**config.mk**
```make
export PLATFORM = sky130hd
export DESIGN_NAME = cpu_hotplug_freq_policy
export DESIGN_NICKNAME = d
export VERILOG_FILES = /design/src/rtl/core/chfp_pkg.sv /design/src/rtl/core/chfp_decide.sv /design/src/rtl/core/cpu_hotplug_freq_policy.sv
export SDC_FILE = /design/constraint.sdc
export NUM_CORES = 1
export LEC_CHECK = 0
export ABC_CLOCK_PERIOD_IN_PS = 5440
export BUFFER_PORTS_ARGS = -buffer_cell sky130_fd_sc_hd__buf_2
export CELL_PAD_IN_SITES_DETAIL_PLACEMENT = 1
export CELL_PAD_IN_SITES_GLOBAL_PLACEMENT = 1
export CORE_ASPECT_RATIO = 0.7
export CORE_MARGIN = 1.5
export CORE_UTILIZATION = 49
export DETAILED_ROUTE_END_ITERATION = 7
export PLACE_DENSITY_LB_ADDON = 0.1
export SYNTH_ARGS = -nofsm -noshare
export SYNTH_HDL_FRONTEND = slang
export SYNTH_SLANG_ARGS = --single-unit
```
**constraint.sdc**
```tcl
create_clock -name clock -period 5.44 [get_ports clock]
set_input_delay 0.272 -clock clock [delete_from_list [all_inputs] [get_ports clock]]
set_output_delay 0.272 -clock clock [all_outputs]
set_load 0.01 [all_outputs]
```
**src/rtl/core/chfp_pkg.sv**
```systemverilog
package chfp_pkg;

   localparam int unsigned FREQ_WIDTH  = 22;
   localparam int unsigned MASK_WIDTH  = 3;
   localparam int unsigned RUN_WIDTH   = 4;
   localparam int unsigned PLUG_WIDTH  = 16;
   localparam int unsigned EVENT_WIDTH = 32;
   localparam int unsigned CSR_INDEX_WIDTH = 3;
   localparam int unsigned CSR_DATA_WIDTH  = FREQ_WIDTH;

   localparam logic [FREQ_WIDTH-1:0] UP_THRESHOLD_RESET  = 22'd800000;
   localparam logic [FREQ_WIDTH-1:0] LOW_THRESHOLD_RESET = 22'd200000;
   localparam logic                  QUAD_MODE_RESET     = 1'b1;
   localparam logic [RUN_WIDTH-1:0]  RUN_THRESHOLD_RESET = 4'd2;

   localparam logic [RUN_WIDTH-1:0] RUN_MAX = '1;

   localparam logic [1:0] CORE_NONE = 2'd0;
   localparam logic [1:0] CORE_1    = 2'd1;
   localparam logic [1:0] CORE_2    = 2'd2;
   localparam logic [1:0] CORE_3    = 2'd3;

   typedef enum logic [1:0] {
      ACTION_NONE = 2'd0,
      ACTION_UP   = 2'd1,
      ACTION_DOWN = 2'd2
   } action_type;

   typedef enum logic [CSR_INDEX_WIDTH-1:0] {
      CSR_UP_THRESHOLD  = 3'd0,
      CSR_LOW_THRESHOLD = 3'd1,
      CSR_QUAD_MODE     = 3'd2,
      CSR_RUN_THRESHOLD = 3'd3
   } csr_index_type;

   typedef struct packed {
      logic [FREQ_WIDTH-1:0] old_freq_khz;
      logic [FREQ_WIDTH-1:0] new_freq_khz;
      logic [MASK_WIDTH-1:0] online_mask;
   } req_type;

   typedef struct packed {
      logic [1:0]            action;
      logic [1:0]            core_index;
      logic [PLUG_WIDTH-1:0] plug_in_total;
      logic [PLUG_WIDTH-1:0] plug_out_total;
   } rsp_type;

   typedef struct packed {
      logic [FREQ_WIDTH-1:0] up_threshold_khz;
      logic [FREQ_WIDTH-1:0] low_threshold_khz;
      logic                  quad_core_mode;
      logic [RUN_WIDTH-1:0]  run_threshold;
   } cfg_type;

   typedef struct packed {
      logic [RUN_WIDTH-1:0] high_run;
      logic [RUN_WIDTH-1:0] low_run;
   } run_state_type;

   typedef struct packed {
      action_type    action;
      logic [1:0]    core_index;
      run_state_type runs;
      logic          plug_in_inc;
      logic          plug_out_inc;
   } decision_type;

   function automatic logic [RUN_WIDTH-1:0] run_sat_inc(input logic [RUN_WIDTH-1:0] value);
      return (value == RUN_MAX) ? value : value + RUN_WIDTH'(1);
   endfunction

endpackage

```
**src/rtl/core/chfp_decide.sv**
```systemverilog
module chfp_decide (
   input  chfp_pkg::req_type       req,
   input  chfp_pkg::cfg_type       cfg,
   input  chfp_pkg::run_state_type runs,
   output chfp_pkg::decision_type  decision
);

   logic       high_band;
   logic       low_band;
   logic [1:0] up_pick;
   logic [1:0] down_pick;
   logic [2:0] mask;

   assign mask = req.online_mask;

   assign high_band = (req.old_freq_khz >= cfg.up_threshold_khz) &&
                      (req.new_freq_khz >= cfg.up_threshold_khz);
   assign low_band  = (req.old_freq_khz <= cfg.low_threshold_khz) &&
                      (req.new_freq_khz <= cfg.low_threshold_khz);

   // first offline core, highest first (core 1 only in dual mode)
   always_comb begin
      up_pick = chfp_pkg::CORE_NONE;
      if (cfg.quad_core_mode) begin
         if (!mask[2]) up_pick = chfp_pkg::CORE_3;
         else if (!mask[1]) up_pick = chfp_pkg::CORE_2;
         else if (!mask[0]) up_pick = chfp_pkg::CORE_1;
      end else if (!mask[0]) begin
         up_pick = chfp_pkg::CORE_1;
      end
   end

   // first online core, lowest first (core 1 only in dual mode)
   always_comb begin
      down_pick = chfp_pkg::CORE_NONE;
      if (mask[0]) down_pick = chfp_pkg::CORE_1;
      else if (cfg.quad_core_mode && mask[1]) down_pick = chfp_pkg::CORE_2;
      else if (cfg.quad_core_mode && mask[2]) down_pick = chfp_pkg::CORE_3;
   end

   always_comb begin
      decision.action       = chfp_pkg::ACTION_NONE;
      decision.core_index   = chfp_pkg::CORE_NONE;
      decision.runs         = runs;
      decision.plug_in_inc  = 1'b0;
      decision.plug_out_inc = 1'b0;
      if (high_band) begin
         if ((up_pick != chfp_pkg::CORE_NONE) && (runs.high_run >= cfg.run_threshold)) begin
            decision.action        = chfp_pkg::ACTION_UP;
            decision.core_index    = up_pick;
            decision.plug_in_inc   = 1'b1;
            // run restarts and this event counts as its first
            decision.runs.high_run = chfp_pkg::RUN_WIDTH'(1);
         end else begin
            decision.runs.high_run = chfp_pkg::run_sat_inc(runs.high_run);
         end
      end else if (low_band) begin
         if (down_pick != chfp_pkg::CORE_NONE) begin
            if (runs.low_run >= cfg.run_threshold) begin
               decision.action       = chfp_pkg::ACTION_DOWN;
               decision.core_index   = down_pick;
               decision.plug_out_inc = 1'b1;
               decision.runs.low_run = (down_pick == chfp_pkg::CORE_1) ?
                                       chfp_pkg::RUN_WIDTH'(1) : '0;
            end else begin
               decision.runs.low_run = chfp_pkg::run_sat_inc(runs.low_run);
            end
         end
      end else begin
         decision.runs.high_run = '0;
         decision.runs.low_run  = '0;
      end
   end

endmodule

```
**src/rtl/core/cpu_hotplug_freq_policy.sv**
```systemverilog
// Core hotplug policy driven by frequency-change events.
//
// req_valid/req_ready carries one event (old and new frequency, online mask
// of cores 1 to 3); rsp_valid/rsp_ready carries one result per event: the
// action, the core to switch and the running plug-in and plug-out totals.
// Thresholds, quad/dual mode and run threshold go through the csr_ port
// (enable, index, data); the user writes them only while no transaction is in
// flight, and the block itself does not enforce this.
// An accepted event sits in an input register, is decided there by the
// comparators and run logic and lands in the result register once that is
// free, which raises rsp_valid. One event per cycle is sustained while
// rsp_ready stays high; the policy state is updated as an event enters the
// result register, so consecutive events see each other's effect.
//
// When rsp_ready is low a pending result holds, the input register keeps
// its event and accepts no more; with both full req_ready drops. Reset
// empties both registers, clears runs and counters and loads the register
// defaults (800000 kHz, 200000 kHz, quad mode, run threshold 2).
module cpu_hotplug_freq_policy (
   input  logic                                   clock,
   input  logic                                   reset,
   input  logic                                   req_valid,
   output logic                                   req_ready,
   input  chfp_pkg::req_type                      req_data,
   output logic                                   rsp_valid,
   input  logic                                   rsp_ready,
   output chfp_pkg::rsp_type                      rsp_data,
   input  logic                                   csr_we,
   input  logic [chfp_pkg::CSR_INDEX_WIDTH-1:0]   csr_index,
   input  logic [chfp_pkg::CSR_DATA_WIDTH-1:0]    csr_wdata
);

   chfp_pkg::cfg_type       cfg_ff, cfg_in;
   chfp_pkg::req_type       evt_ff;
   logic                    evt_valid_ff, evt_valid_in;
   chfp_pkg::rsp_type       rsp_data_ff, rsp_data_in;
   logic                    rsp_valid_ff, rsp_valid_in;
   chfp_pkg::run_state_type runs_ff;
   logic [chfp_pkg::EVENT_WIDTH-1:0] event_total_ff, event_total_in;
   logic [chfp_pkg::PLUG_WIDTH-1:0]  plug_in_count_ff, plug_in_count_in;
   logic [chfp_pkg::PLUG_WIDTH-1:0]  plug_out_count_ff, plug_out_count_in;
   chfp_pkg::decision_type  decision;
   logic                    req_fire;
   logic                    evt_advance;
   logic                    rsp_free;

   chfp_decide u_decide (
      .req      (evt_ff),
      .cfg      (cfg_ff),
      .runs     (runs_ff),
      .decision (decision)
   );

   assign rsp_free    = !rsp_valid_ff || rsp_ready;
   assign evt_advance = evt_valid_ff && rsp_free;
   assign req_ready   = !evt_valid_ff || rsp_free;
   assign req_fire    = req_valid && req_ready;

   assign rsp_valid = rsp_valid_ff;
   assign rsp_data  = rsp_data_ff;

   always_comb begin
      cfg_in = cfg_ff;
      if (csr_we) begin
         unique case (csr_index)
            chfp_pkg::CSR_UP_THRESHOLD:  cfg_in.up_threshold_khz  = csr_wdata;
            chfp_pkg::CSR_LOW_THRESHOLD: cfg_in.low_threshold_khz = csr_wdata;
            chfp_pkg::CSR_QUAD_MODE:     cfg_in.quad_core_mode    = csr_wdata[0];
            chfp_pkg::CSR_RUN_THRESHOLD:
               cfg_in.run_threshold = csr_wdata[chfp_pkg::RUN_WIDTH-1:0];
            default: ;
         endcase
      end
   end

   always_comb begin
      evt_valid_in = evt_valid_ff;
      if (req_fire) evt_valid_in = 1'b1;
      else if (evt_advance) evt_valid_in = 1'b0;
   end

   always_comb begin
      rsp_valid_in = rsp_valid_ff;
      if (evt_advance) rsp_valid_in = 1'b1;
      else if (rsp_ready) rsp_valid_in = 1'b0;
   end

   // saturating statistics
   always_comb begin
      event_total_in    = (event_total_ff == '1) ? event_total_ff :
                          event_total_ff + chfp_pkg::EVENT_WIDTH'(1);
      plug_in_count_in  = plug_in_count_ff;
      plug_out_count_in = plug_out_count_ff;
      if (decision.plug_in_inc && (plug_in_count_ff != '1))
         plug_in_count_in = plug_in_count_ff + chfp_pkg::PLUG_WIDTH'(1);
      if (decision.plug_out_inc && (plug_out_count_ff != '1))
         plug_out_count_in = plug_out_count_ff + chfp_pkg::PLUG_WIDTH'(1);
   end

   always_comb begin
      rsp_data_in.action         = decision.action;
      rsp_data_in.core_index     = decision.core_index;
      rsp_data_in.plug_in_total  = plug_in_count_in;
      rsp_data_in.plug_out_total = plug_out_count_in;
   end

   always_ff @(posedge clock) begin
      if (reset) begin
         cfg_ff.up_threshold_khz  <= chfp_pkg::UP_THRESHOLD_RESET;
         cfg_ff.low_threshold_khz <= chfp_pkg::LOW_THRESHOLD_RESET;
         cfg_ff.quad_core_mode    <= chfp_pkg::QUAD_MODE_RESET;
         cfg_ff.run_threshold     <= chfp_pkg::RUN_THRESHOLD_RESET;
         evt_valid_ff      <= 1'b0;
         rsp_valid_ff      <= 1'b0;
         runs_ff           <= '0;
         event_total_ff    <= '0;
         plug_in_count_ff  <= '0;
         plug_out_count_ff <= '0;
      end else begin
         cfg_ff       <= cfg_in;
         evt_valid_ff <= evt_valid_in;
         rsp_valid_ff <= rsp_valid_in;
         if (evt_advance) begin
            runs_ff           <= decision.runs;
            event_total_ff    <= event_total_in;
            plug_in_count_ff  <= plug_in_count_in;
            plug_out_count_ff <= plug_out_count_in;
         end
      end
   end

   always_ff @(posedge clock) begin
      if (req_fire) evt_ff <= req_data;
      if (evt_advance) rsp_data_ff <= rsp_data_in;
   end

   // a pending result always carries the totals as they stand
   a_totals_current: assert property (@(posedge clock) disable iff (reset)
      rsp_valid_ff |-> (rsp_data_ff.plug_in_total == plug_in_count_ff) &&
                       (rsp_data_ff.plug_out_total == plug_out_count_ff))
      else $error("result totals differ from counters");

   a_no_core_on_none: assert property (@(posedge clock) disable iff (reset)
      rsp_valid_ff && (rsp_data_ff.action == chfp_pkg::ACTION_NONE) |->
      (rsp_data_ff.core_index == chfp_pkg::CORE_NONE))
      else $error("core index given with no action");

   a_run_restart: assert property (@(posedge clock) disable iff (reset)
      evt_advance && (decision.action == chfp_pkg::ACTION_UP) |=>
      (runs_ff.high_run == chfp_pkg::RUN_WIDTH'(1)))
      else $error("high run did not restart after plug in");

   a_plug_in_step: assert property (@(posedge clock) disable iff (reset)
      evt_advance && decision.plug_in_inc && (plug_in_count_ff != '1) |=>
      (plug_in_count_ff == $past(plug_in_count_ff) + chfp_pkg::PLUG_WIDTH'(1)))
      else $error("plug in count did not step");

   a_stall_holds_input: assert property (@(posedge clock) disable iff (reset)
      evt_valid_ff && !rsp_free |=> evt_valid_ff && $stable(evt_ff))
      else $error("pending event lost during stall");

endmodule

```
==> results of run 1 <==
[worst paths after layout]
kind / cells after the start / endpoint / start
setup / recovery: 8 / plug_out_count_ff[0] / evt_ff[42]
hold / removal: 1 / evt_ff[46] / req_data[46]
setup reg to reg: 8 / plug_out_count_ff[0] / evt_ff[42]
hold reg to reg: 2 / cfg_ff[8] / cfg_ff[8]
[area by class of cell]
class / instances / area (µm²)
Clock buffer: 21 / 450
Clock inverter: 11 / 190
Fill cell: 2141 / 7670
Inverter: 61 / 229
Multi-Input combinational cell: 709 / 4830
Sequential cell: 174 / 4310
Tap cell: 264 / 330
Timing Repair Buffer: 155 / 961
[report_power, final]
part	internal, mW	switching (mW)
registers	1.42	0.0265
clock network	0.825	0.548
logic	0.117	0.200
[flip-flops by register name, indices dropped and copies added, names as in the netlist]
signal,count
cfg_ff,49
evt_ff,47
evt_valid_ff,1
plug_in_count_ff,16
plug_out_count_ff,16
rsp_data,36
rsp_valid,1
runs_ff,8
[layer usage]
layer	GRT usage [%]	vias up	share of wire (%)
li1	-	3833	-
met1	41.3	3929	49
met2	44.1	215	44
met3	5.41	34	5.2
met4	8.41	0	1.4
met5	0	-	0
[worst max-delay path, stage by stage, from the launching register on]
cell,delay (ns)
edfxtp_1,0.43
ha_1,0.35
nand4_1,0.20
nor4_1,0.56
nand2_1,0.17
a22oi_2,0.53
nand2_1,0.47
nor4_1,0.54
mux2_2,0.39
[placed cells by master, fill, tap and decap left out, drive strengths merged, types with 33 or more instances in the layout]
| master | count |
|---|---|
| nand3 | 34 |
| ha | 100 |
| buf | 122 |
| dlygate4sd3 | 33 |
| nor2 | 52 |
| nand2 | 128 |
| dfxtp | 91 |
| inv | 60 |
| edfxtp | 83 |
| a21oi | 85 |
[cells by family after synthesis]
kind of cell,after synthesis,share of synthesized area (%)
XOR/XNOR,31,2.85
adder cells (fa/ha/maj),100,13.1
flip-flops,174,45.3
AND/OR/NAND/NOR,377,19.8
multiplexers,31,3.60
buffers and inverters,104,4.21
AO/OA/AOI/OAI,170,11.1
[metrics by stage]
step / power [mW] / setup slack (ns) / hold WS [ns] / util [%]
2_1_floorplan: 1.64 / 2.68 / 0.371 / -
3_3_place_gp: 1.75 / 1.82 / 0.444 / 54.5
3_5_place_dp: 1.76 / 1.73 / 0.448 / 54.5
4_1_cts: 3.14 / 1.70 / 0.000186 / 59.5
5_1_grt: 3.23 / 1.40 / 0.000370 / 59.6
6_report: 3.13 / 1.69 / 0.00933 / 59.6
==> flow_metrics.tcl, run 1 <==
set metrics [dict create \
    run_status "finished, final reports clean" \
    min_path_type "in2reg" \
    route.vias.total 8011 \
    finalCriticalPeriod_ns 3.75 \
    post_route_cells_drive_above_1_share_pct 17.0 \
    cts_root_buf "clkbuf_16" \
    detail_route.drc_violations 0 \
    irDropWorstVdd_mv 0.196 \
    grtUsageTotal_pct 28.8 \
    via_per_inst 5.74 \
    place.detailed.instances 1330 \
    type_of_the_worst_setup_path "reg2reg" \
    synth_fp_nets 1164 \
    seq_area_frac_synth_pct 45.3 \
    syn_to_final_growth_pct 18.8 \
    postSynthRegisterBits 174 \
    cp_data_arrival_time_ns 4.10 \
    crit_path_required_time_ns 5.78 \
    fin_nets 1295 \
    place_hpwl_um 19100 \
    starting_density_pct 50.2 \
    netlist-cell-type-count 62 \
    placed_area_mm2 0.0103 \
    num_antenna_cells 0 \
    cts_setup_buffers 0 \
    drtIter0Drc 503 \
    synth_top_area_cell "edfxtp_1" \
    cts.clk_slew.worst_paths_ns 0.07 \
    report.final.slew_viol_count 0 \
    fp.coreArea_mm2 0.0190 \
    synth_area_leaders "edfxtp_1 (26%), dfxtp_1 (19%), ha_1 (13%)" \
    tritoncts.num_buffers 17 \
    clock_insertion_delay_worst_skew_ns 0.46 \
    report.final.hold_viol_count 0 \
    synth.cells.most_frequent "nand2_1 (128), ha_1 (100), dfxtp_1 (91)" \
    final.setup.tns_ns 0 \
    fp.dieW_um 170 \
    antenna_found_initial 0 \
    critical_path.max_fanout 13 \
    cts_tree "built" \
    routed_wirelength_um 27900 \
    final.period_utilization_pct 69.0 \
    clock_tree.htree_level_count 4 \
    post_layout_nonfiller_instances 1395 \
    die-area_mm2 0.0203 \
    placementRows 42 \
    max_clock_freq_mhz 266 \
    ctsLongestPathBuffers 2 \
    cts_resized 0 \
    finalSetupViolCount 0 \
    global_route_wire_length_before_repair_um 44400 \
    grt_start_max_net_pins 60 \
    grt_setup_unrepaired "no" \
    synth_enable_flop_cells 83 \
    gp_routability_congestion 0.837 \
    synth.avg_cell_area_um2 9.64 \
    worst-r2r-setup-slack_ns 1.69 \
    synthesized_cell_area_mm2 0.00952 \
    cts_hold_buf 32 \
    crit_path_start_kind "flip-flop" \
    detail-route-antenna-nets 0 \
    netlist_instances 987 \
    slew_headroom_pct 29.1 \
    tightest_slew_ns 1.06 \
    clock_sinks 174 \
    detailedRoute.firstPassIterationCount 5 \
    io_buffers 114 \
    top_level_ports 115 \
    worst_setup_path_end_kind "flip-flop" \
    synth.most_common_cell "nand2_1" \
    yosysTopAreaCellShare_pct 26.2 \
    skew_ns 0.0141 \
    fin_area_mm2 0.0113 \
    synthArstFlopShare_pct 0 \
    first_global_vias 8094 \
    pwr_density_cell_mw_per_mm2 277 \
    synth.yosys.warnings 0 \
    total_leakage_power_nw 4.58 \
    drv.max_cap_violation_count 0 \
    grt_remaining_overflow 0 \
    die_h_um 120 \
    wire_per_inst_um 20.0 \
    yosys_most_used_dff "dfxtp_1" \
]
Power figures use the tool's default switching activity.
==> run 2: changes to the inputs <==
--- a/config.mk
+++ b/config.mk
@@ -5,13 +5,14 @@
 export SDC_FILE = /design/constraint.sdc
 export NUM_CORES = 1
 export LEC_CHECK = 0
-export ABC_CLOCK_PERIOD_IN_PS = 5440
+export ABC_AREA = 1
+export ABC_CLOCK_PERIOD_IN_PS = 3700
 export BUFFER_PORTS_ARGS = -buffer_cell sky130_fd_sc_hd__buf_2
 export CELL_PAD_IN_SITES_DETAIL_PLACEMENT = 1
 export CELL_PAD_IN_SITES_GLOBAL_PLACEMENT = 1
 export CORE_ASPECT_RATIO = 0.7
 export CORE_MARGIN = 1.5
-export CORE_UTILIZATION = 49
+export CORE_UTILIZATION = 44
 export DETAILED_ROUTE_END_ITERATION = 7
 export PLACE_DENSITY_LB_ADDON = 0.1
 export SYNTH_ARGS = -nofsm -noshare
==> constraint.sdc (replaced) <==
create_clock -name clock -period 3.7 [get_ports clock]
set_input_delay 0.185 -clock clock [delete_from_list [all_inputs] [get_ports clock]]
set_output_delay 0.185 -clock clock [all_outputs]
set_load 0.01 [all_outputs]
==> run 2 against run 1 <==
Compared with the run above: synthesized cell count is 18% higher; die area grew 13%; area after synthesis rose by 2.1%; utilization shrank 5.6 points; combinational power rose by 110%; first-iteration DRC count is 16% lower; flip-flop and latch count is the same; critical path depth rose by 8; largest power group unchanged.
==> flow_metrics.tcl, run 2 <==
set metrics [dict create \
    internal-power_mw 3.45 \
    grtUsageTotal_pct 24.9 \
    cts_tree "built" \
    yosys_most_used_dff "dfxtp_1" \
    clock_tree.htree_level_count 4 \
    fill_cells 2621 \
    detailedRoute.firstPassIterationCount 5 \
    placementRows 45 \
    skew_ns 0.0109 \
    slew_headroom_pct 26.1 \
    layout_commonest_cell "nand2_1" \
    grt_most_used_layer "met2" \
    detail_route.drc_violations 0 \
    synthArstFlopShare_pct 0 \
    grt_util_met3_pct 4.48 \
    finalSetupViolCount 0 \
    synth.most_common_cell "nand2_1" \
    worst-r2r-setup-slack_ns 0.79 \
    design_power_total_mw 4.77 \
    holdPathEnd "cfg_ff[35]" \
    netlist_instances 1169 \
    switching_pwr_mw 1.32 \
    share_seq_of_total_power_pct 46.0 \
    fp.dieW_um 181 \
    synth_area_leaders "edfxtp_1 (26%), dfxtp_1 (19%), ha_1 (13%)" \
    top_level_ports 115 \
    hold_path_depth 3 \
    worst_setup_path_end_kind "flip-flop" \
    grt_start_max_net_pins 48 \
    type_of_the_worst_setup_path "reg2reg" \
    clock_power_share_pct 40.2 \
    cts_hold_buf 57 \
    place_worst_setup_slack_ns 0.782 \
    netlist-cell-type-count 35 \
    drv.max_cap_violation_count 0 \
    max_clock_freq_mhz 343 \
    place_hpwl_um 19400 \
    run_status "finished, final reports clean" \
    cts_resized 0 \
    synth.avg_cell_area_um2 8.31 \
    cts_setup_buffers 0 \
    fin_nets 1508 \
    global_route_wire_length_before_repair_um 44900 \
    grt_remaining_overflow 0 \
    finalCriticalPeriod_ns 2.91 \
    via_per_inst 5.17 \
    detail-route-antenna-nets 0 \
    routed_wirelength_um 27300 \
    synth_enable_flop_cells 83 \
    number_of_flip_flops_in_the_largest_register 49 \
    crit_path_start_kind "flip-flop" \
    cts_root_buf "clkbuf_16" \
    cts.clk_slew.worst_paths_ns 0.07 \
    swShare_pct 27.6 \
    final.setup.tns_ns 0 \
    report.final.hold_viol_count 0 \
    crit_path_from "evt_ff[16]" \
    use_met2_pct 38.9 \
    timing.rr.end "plug_in_count_ff[5]" \
    irDropWorstVdd_mv 0.327 \
    seq_area_frac_synth_pct 44.4 \
    fin_worst_setup_slack_ns 0.786 \
    total_leakage_power_nw 5.39 \
    synth.yosys.warnings 0 \
    clock_insertion_delay_worst_skew_ns 0.44 \
    ctsLongestPathBuffers 2 \
    final.period_utilization_pct 78.8 \
    yosysTopAreaCellShare_pct 25.7 \
    max_flop_register "cfg_ff" \
    cp_data_arrival_time_ns 3.26 \
    tritoncts.num_buffers 17 \
    synth_fp_nets 1346 \
    synthesized_cell_area_mm2 0.00972 \
    min_path_type "in2reg" \
    antenna_found_initial 1 \
    syn_to_final_growth_pct 20.5 \
    r2r-start "evt_ff[16]" \
    crit_path_required_time_ns 4.04 \
    die_h_um 127 \
    fp.coreArea_mm2 0.0217 \
    pwr_density_cell_mw_per_mm2 408 \
    first_global_vias 8574 \
    grt_setup_unrepaired "no" \
    most-common-layout-cells "nand2_1 (248), inv_1 (173), buf_2 (114)" \
    drtIter0Drc 422 \
    critical_path.max_fanout 28 \
    report.final.slew_viol_count 0 \
    post_route_cells_drive_above_1_share_pct 12.8 \
    share_comb_of_total_power_pct 13.8 \
    gp_routability_congestion 0.802 \
    route.vias.total 8413 \
    io_buffers 114 \
    postSynthRegisterBits 174 \
    globalRouteMet1Util_pct 35.8 \
    die-area_mm2 0.0230 \
    synth_top_area_cell "edfxtp_1" \
    tightest_slew_ns 1.11 \
    clock_sinks 174 \
    starting_density_pct 44.8 \
    wire_per_inst_um 16.8 \
    synth.cells.most_frequent "nand2_1 (248), inv_1 (175), a21oi_1 (103)" \
    min_from "csr_wdata[8]" \
    worst_r2r_path_depth 16 \
]
run 2: kinds of logic after synthesis:
family,count (synthesis),synth area share [%]
flip-flops,174,44.4
XOR/XNOR,28,2.52
adder cells (fa/ha/maj),100,12.9
buffers and inverters,209,8.46
AND/OR/NAND/NOR,482,22.0
AO/OA/AOI/OAI,176,9.71
run 2: routing by layer:
metal,wire [µm],vias to the layer above
met3,815,20
met1,14200,4050
met4,286,0
met5,0,-
met2,12000,129
li1,-,4214
run 2: worst max-delay path by stage:
stage,endpoint,slack (ns),depth (start not counted)
finish,plug_in_count_ff[5],0.79,16
global route,plug_in_count_ff[7],0.48,16
CTS,plug_in_count_ff[5],0.78,16
detailed placement,rsp_data[30],0.78,14
floorplan,rsp_data[0],1.49,4
global placement,rsp_data[22],0.90,14
run 2: area by class of cell:
cell class	instances	area, µm²	share of cell area, %
Timing Repair Buffer	177	1190	10.1
Antenna cell	1	2.50	0.0214
Inverter	175	657	5.61
Multi-Input combinational cell	786	4580	39.1
Clock buffer	18	429	3.67
Tap cell	282	353	3.01
Clock inverter	14	183	1.56
Sequential cell	174	4310	36.9
run 2: power by group through the flow:
stage	sequential [mW]	combinational, mW	clock, mW
final	2.19	0.658	1.92
after global routing	2.21	0.749	2.03
after CTS	2.19	0.657	1.95
after detailed placement	2.24	0.604	0
after global placement	2.23	0.577	0
after floorplan	2.23	0.398	0
run 2: critical path, stage by stage, from the launching register on:
cell	delay [ns]
edfxtp_1	0.44
ha_1	0.32
nand2_1	0.05
inv_1	0.06
nand3_1	0.10
nor2_1	0.25
nand2_1	0.09
nor2_1	0.12
nor2_1	0.06
nand2_1	0.13
nand2_4	0.25
nor2_8	0.36
nand2_4	0.22
nand2_1	0.13
nand3_1	0.08
nand2_1	0.10
inv_1	0.04
run 2: per-stage QoR:
stage | instance area, µm² | util [%] | cells | hold WS, ns
3_3_place_gp | 10500 | 48.5 | 1537 | 0.361
5_1_grt | 11700 | 54.0 | 1627 | 0.0311
4_1_cts | 11700 | 54.0 | 1626 | 0.00357
6_report | 11700 | 54.0 | 1627 | 0.0320
2_1_floorplan | 9720 | - | 1169 | 0.284
3_5_place_dp | 10500 | 48.5 | 1537 | 0.364
==> run 3: changes to the inputs <==
--- a/config.mk
+++ b/config.mk
@@ -5,14 +5,14 @@
 export SDC_FILE = /design/constraint.sdc
 export NUM_CORES = 1
 export LEC_CHECK = 0
-export ABC_AREA = 1
-export ABC_CLOCK_PERIOD_IN_PS = 3700
+export ABC_AREA = 0
+export ABC_CLOCK_PERIOD_IN_PS = 2900
 export BUFFER_PORTS_ARGS = -buffer_cell sky130_fd_sc_hd__buf_2
 export CELL_PAD_IN_SITES_DETAIL_PLACEMENT = 1
 export CELL_PAD_IN_SITES_GLOBAL_PLACEMENT = 1
 export CORE_ASPECT_RATIO = 0.7
 export CORE_MARGIN = 1.5
-export CORE_UTILIZATION = 44
+export CORE_UTILIZATION = 46
 export DETAILED_ROUTE_END_ITERATION = 7
 export PLACE_DENSITY_LB_ADDON = 0.1
 export SYNTH_ARGS = -nofsm -noshare
==> constraint.sdc (replaced) <==
create_clock -name clock -period 2.9 [get_ports clock]
set_input_delay 0.145 -clock clock [delete_from_list [all_inputs] [get_ports clock]]
set_output_delay 0.145 -clock clock [all_outputs]
set_load 0.01 [all_outputs]
==> run 3 against run 2 <==
Compared with the run above: the flow now finishes with violations (setup timing); total power increased by 27%; first-iteration DRC count increased by 55%; via count increased by 3.2%; flip-flop and latch count unchanged; design area increased by 11%; sequential share of layout area decreased by 3.6 points; clock power increased by 29%; combinational power increased by 33%; global-route usage increased by 4.4 points; routed wire length increased by 21%; clock skew increased by 0.0027 ns; largest cell class unchanged; highest routed layer unchanged.
==> flow_metrics.tcl, run 3 (synthesized netlist as in run 1, its figures left out) <==
set metrics [dict create \
    place_worst_setup_slack_ns -0.279 \
    cts_tree "built" \
    r2r-start "cfg_ff[43]" \
    grtUsageTotal_pct 29.3 \
    worst_path_most_repeated_cell "buf_4" \
    detail-route-antenna-nets 0 \
    total_leakage_power_nw 5.31 \
    critical_path.max_fanout 8 \
    global_route_wire_length_before_repair_um 48300 \
    worst_r2r_path_depth 13 \
    post_layout_nonfiller_instances 1496 \
    grt_remaining_overflow 0 \
    tritoncts.num_buffers 17 \
    number_of_flip_flops_in_the_largest_register 49 \
    wire_per_inst_um 22.0 \
    irDropWorstVdd_mv 0.392 \
    clock_insertion_delay_worst_skew_ns 0.45 \
    fp.coreArea_mm2 0.0200 \
    layout.area.seq_mm2 0.00432 \
    most-common-layout-cells "nand2_1 (126), buf_2 (113), ha_1 (93)" \
    die_h_um 123 \
    type_of_the_worst_setup_path "reg2reg" \
    path_cells "inv_1, ha_1, nand4_1, nand2b_1, a21oi_1, a211oi_2, buf_4, buf_4, a21o_4, clkbuf_16, buf_8, o31ai_1, a21oi_2" \
    layout_commonest_cell "nand2_1" \
    failed_checks "setup timing" \
    io_buffers 114 \
    place_hpwl_um 20100 \
    post_route_cells_drive_above_1_share_pct 26.8 \
    routed_wirelength_um 32900 \
    grt_start_max_net_pins 47 \
    crit_path_top_delay_cell "o31ai_1" \
    die-area_mm2 0.0216 \
    final.setup.tns_ns -0.719 \
    worst-r2r-setup-slack_ns -0.09 \
    placementRows 43 \
    cp_data_arrival_time_ns 3.32 \
    design_power_total_mw 6.07 \
    tightest_slew_ns 0.529 \
    timing.hold.ws_ns 0.131 \
    route.vias.total 8679 \
    num_antenna_cells 0 \
    syn_to_final_growth_pct 36.4 \
    drtIter0Drc 652 \
    max_clock_freq_mhz 335 \
    cts.clk_slew.worst_paths_ns 0.08 \
    fin_nets 1390 \
    run_status "finished, violations left" \
    top_level_ports 115 \
    multiInputGateArea_mm2 0.00552 \
    fin_worst_setup_slack_ns -0.0854 \
    drv.max_cap_violation_count 0 \
    first_global_vias 8885 \
    antenna_found_initial 1 \
    fp.dieW_um 175 \
    finalSetupViolCount 19 \
    gp_routability_congestion 0.864 \
    starting_density_pct 47.5 \
    crit_path_from "cfg_ff[43]" \
    detail_route.drc_violations 0 \
    clock_sinks 174 \
    min_path_type "in2reg" \
    worst_setup_path_end_kind "flip-flop" \
    pwr_density_cell_mw_per_mm2 467 \
    crit_path_required_time_ns 3.24 \
    place.detailed.instances 1375 \
    clock_tree.htree_level_count 4 \
    report.final.hold_viol_count 0 \
    skew_ns 0.0136 \
    slew_headroom_pct 64.7 \
    timing.rr.end "plug_in_count_ff[10]" \
    fin_area_mm2 0.0130 \
    critical_path_s_largest_stage_delay_ns 0.38 \
    detailedRoute.firstPassIterationCount 5 \
    finalCriticalPeriod_ns 2.99 \
    crit_path_start_kind "flip-flop" \
    timing.critical_path.to "plug_in_count_ff[10]" \
    final.period_utilization_pct 103 \
    finalCoreUtilization_pct 64.9 \
    max_flop_register "cfg_ff" \
    grt_setup_unrepaired "yes" \
    placed_area_mm2 0.0107 \
    fill_cells 2166 \
    cts_root_buf "clkbuf_16" \
    ctsLongestPathBuffers 2 \
    via_per_inst 5.80 \
    report.final.slew_viol_count 0 \
]
## run 3: worst max-delay path, delay by kind of cell, from the launching register on
kind,cells,cell delay (ns)
compound gates,5,1.02
simple gates,2,0.40
fa+ha+maj,1,0.34
buf+inv,5,0.73
flops,1,0.37
## run 3: routing by layer
metal | up-vias | global-route usage, % | wire length (µm)
met5 | - | 0 | 0
met4 | 0 | 8.92 | 586
met3 | 43 | 5.47 | 1480
met2 | 263 | 47.2 | 15400
met1 | 4337 | 40.3 | 15400
li1 | 4036 | - | -
## run 3: cell type report
cell class | count | share of cell area [%]
inverter | 61 | 1.76
timing repair buffer | 249 | 15.1
sequential | 174 | 33.2
tap | 270 | 2.60
multi-input combinational | 710 | 42.5
clock inverter | 12 | 1.10
clock buffer | 20 | 3.69
## run 3: what timing repair did
action,4_1_cts,5_1_grt
hold buffers,71,0
hold endpoints to repair,97,0
gates resized for setup,22,108
pin swaps,5,52
cloned,1,4
buffers inserted,5,9
endpoints found under the setup margin,67,64
## run 3: how the worst min path moves through the flow
stage	cells past startpoint	slack (ns)	startpoint	endpoint
after floorplan	0	0.24	req_data[0]	evt_ff[0]
after global placement	1	0.32	req_data[34]	evt_ff[34]
after detailed placement	1	0.32	req_data[27]	evt_ff[27]
after CTS	4	0.11	csr_index[2]	cfg_ff[4]
after global routing	4	0.15	csr_index[2]	cfg_ff[4]
final	4	0.13	csr_index[2]	cfg_ff[4]
## run 3: where the power goes
group	switching, mW	internal, mW	leakage [nW]	total [mW]
combinational	0.495	0.378	3.49	0.873
clock	1.09	1.39	0.293	2.48
sequential	0.0517	2.66	1.52	2.71
total	1.64	4.43	5.31	6.07
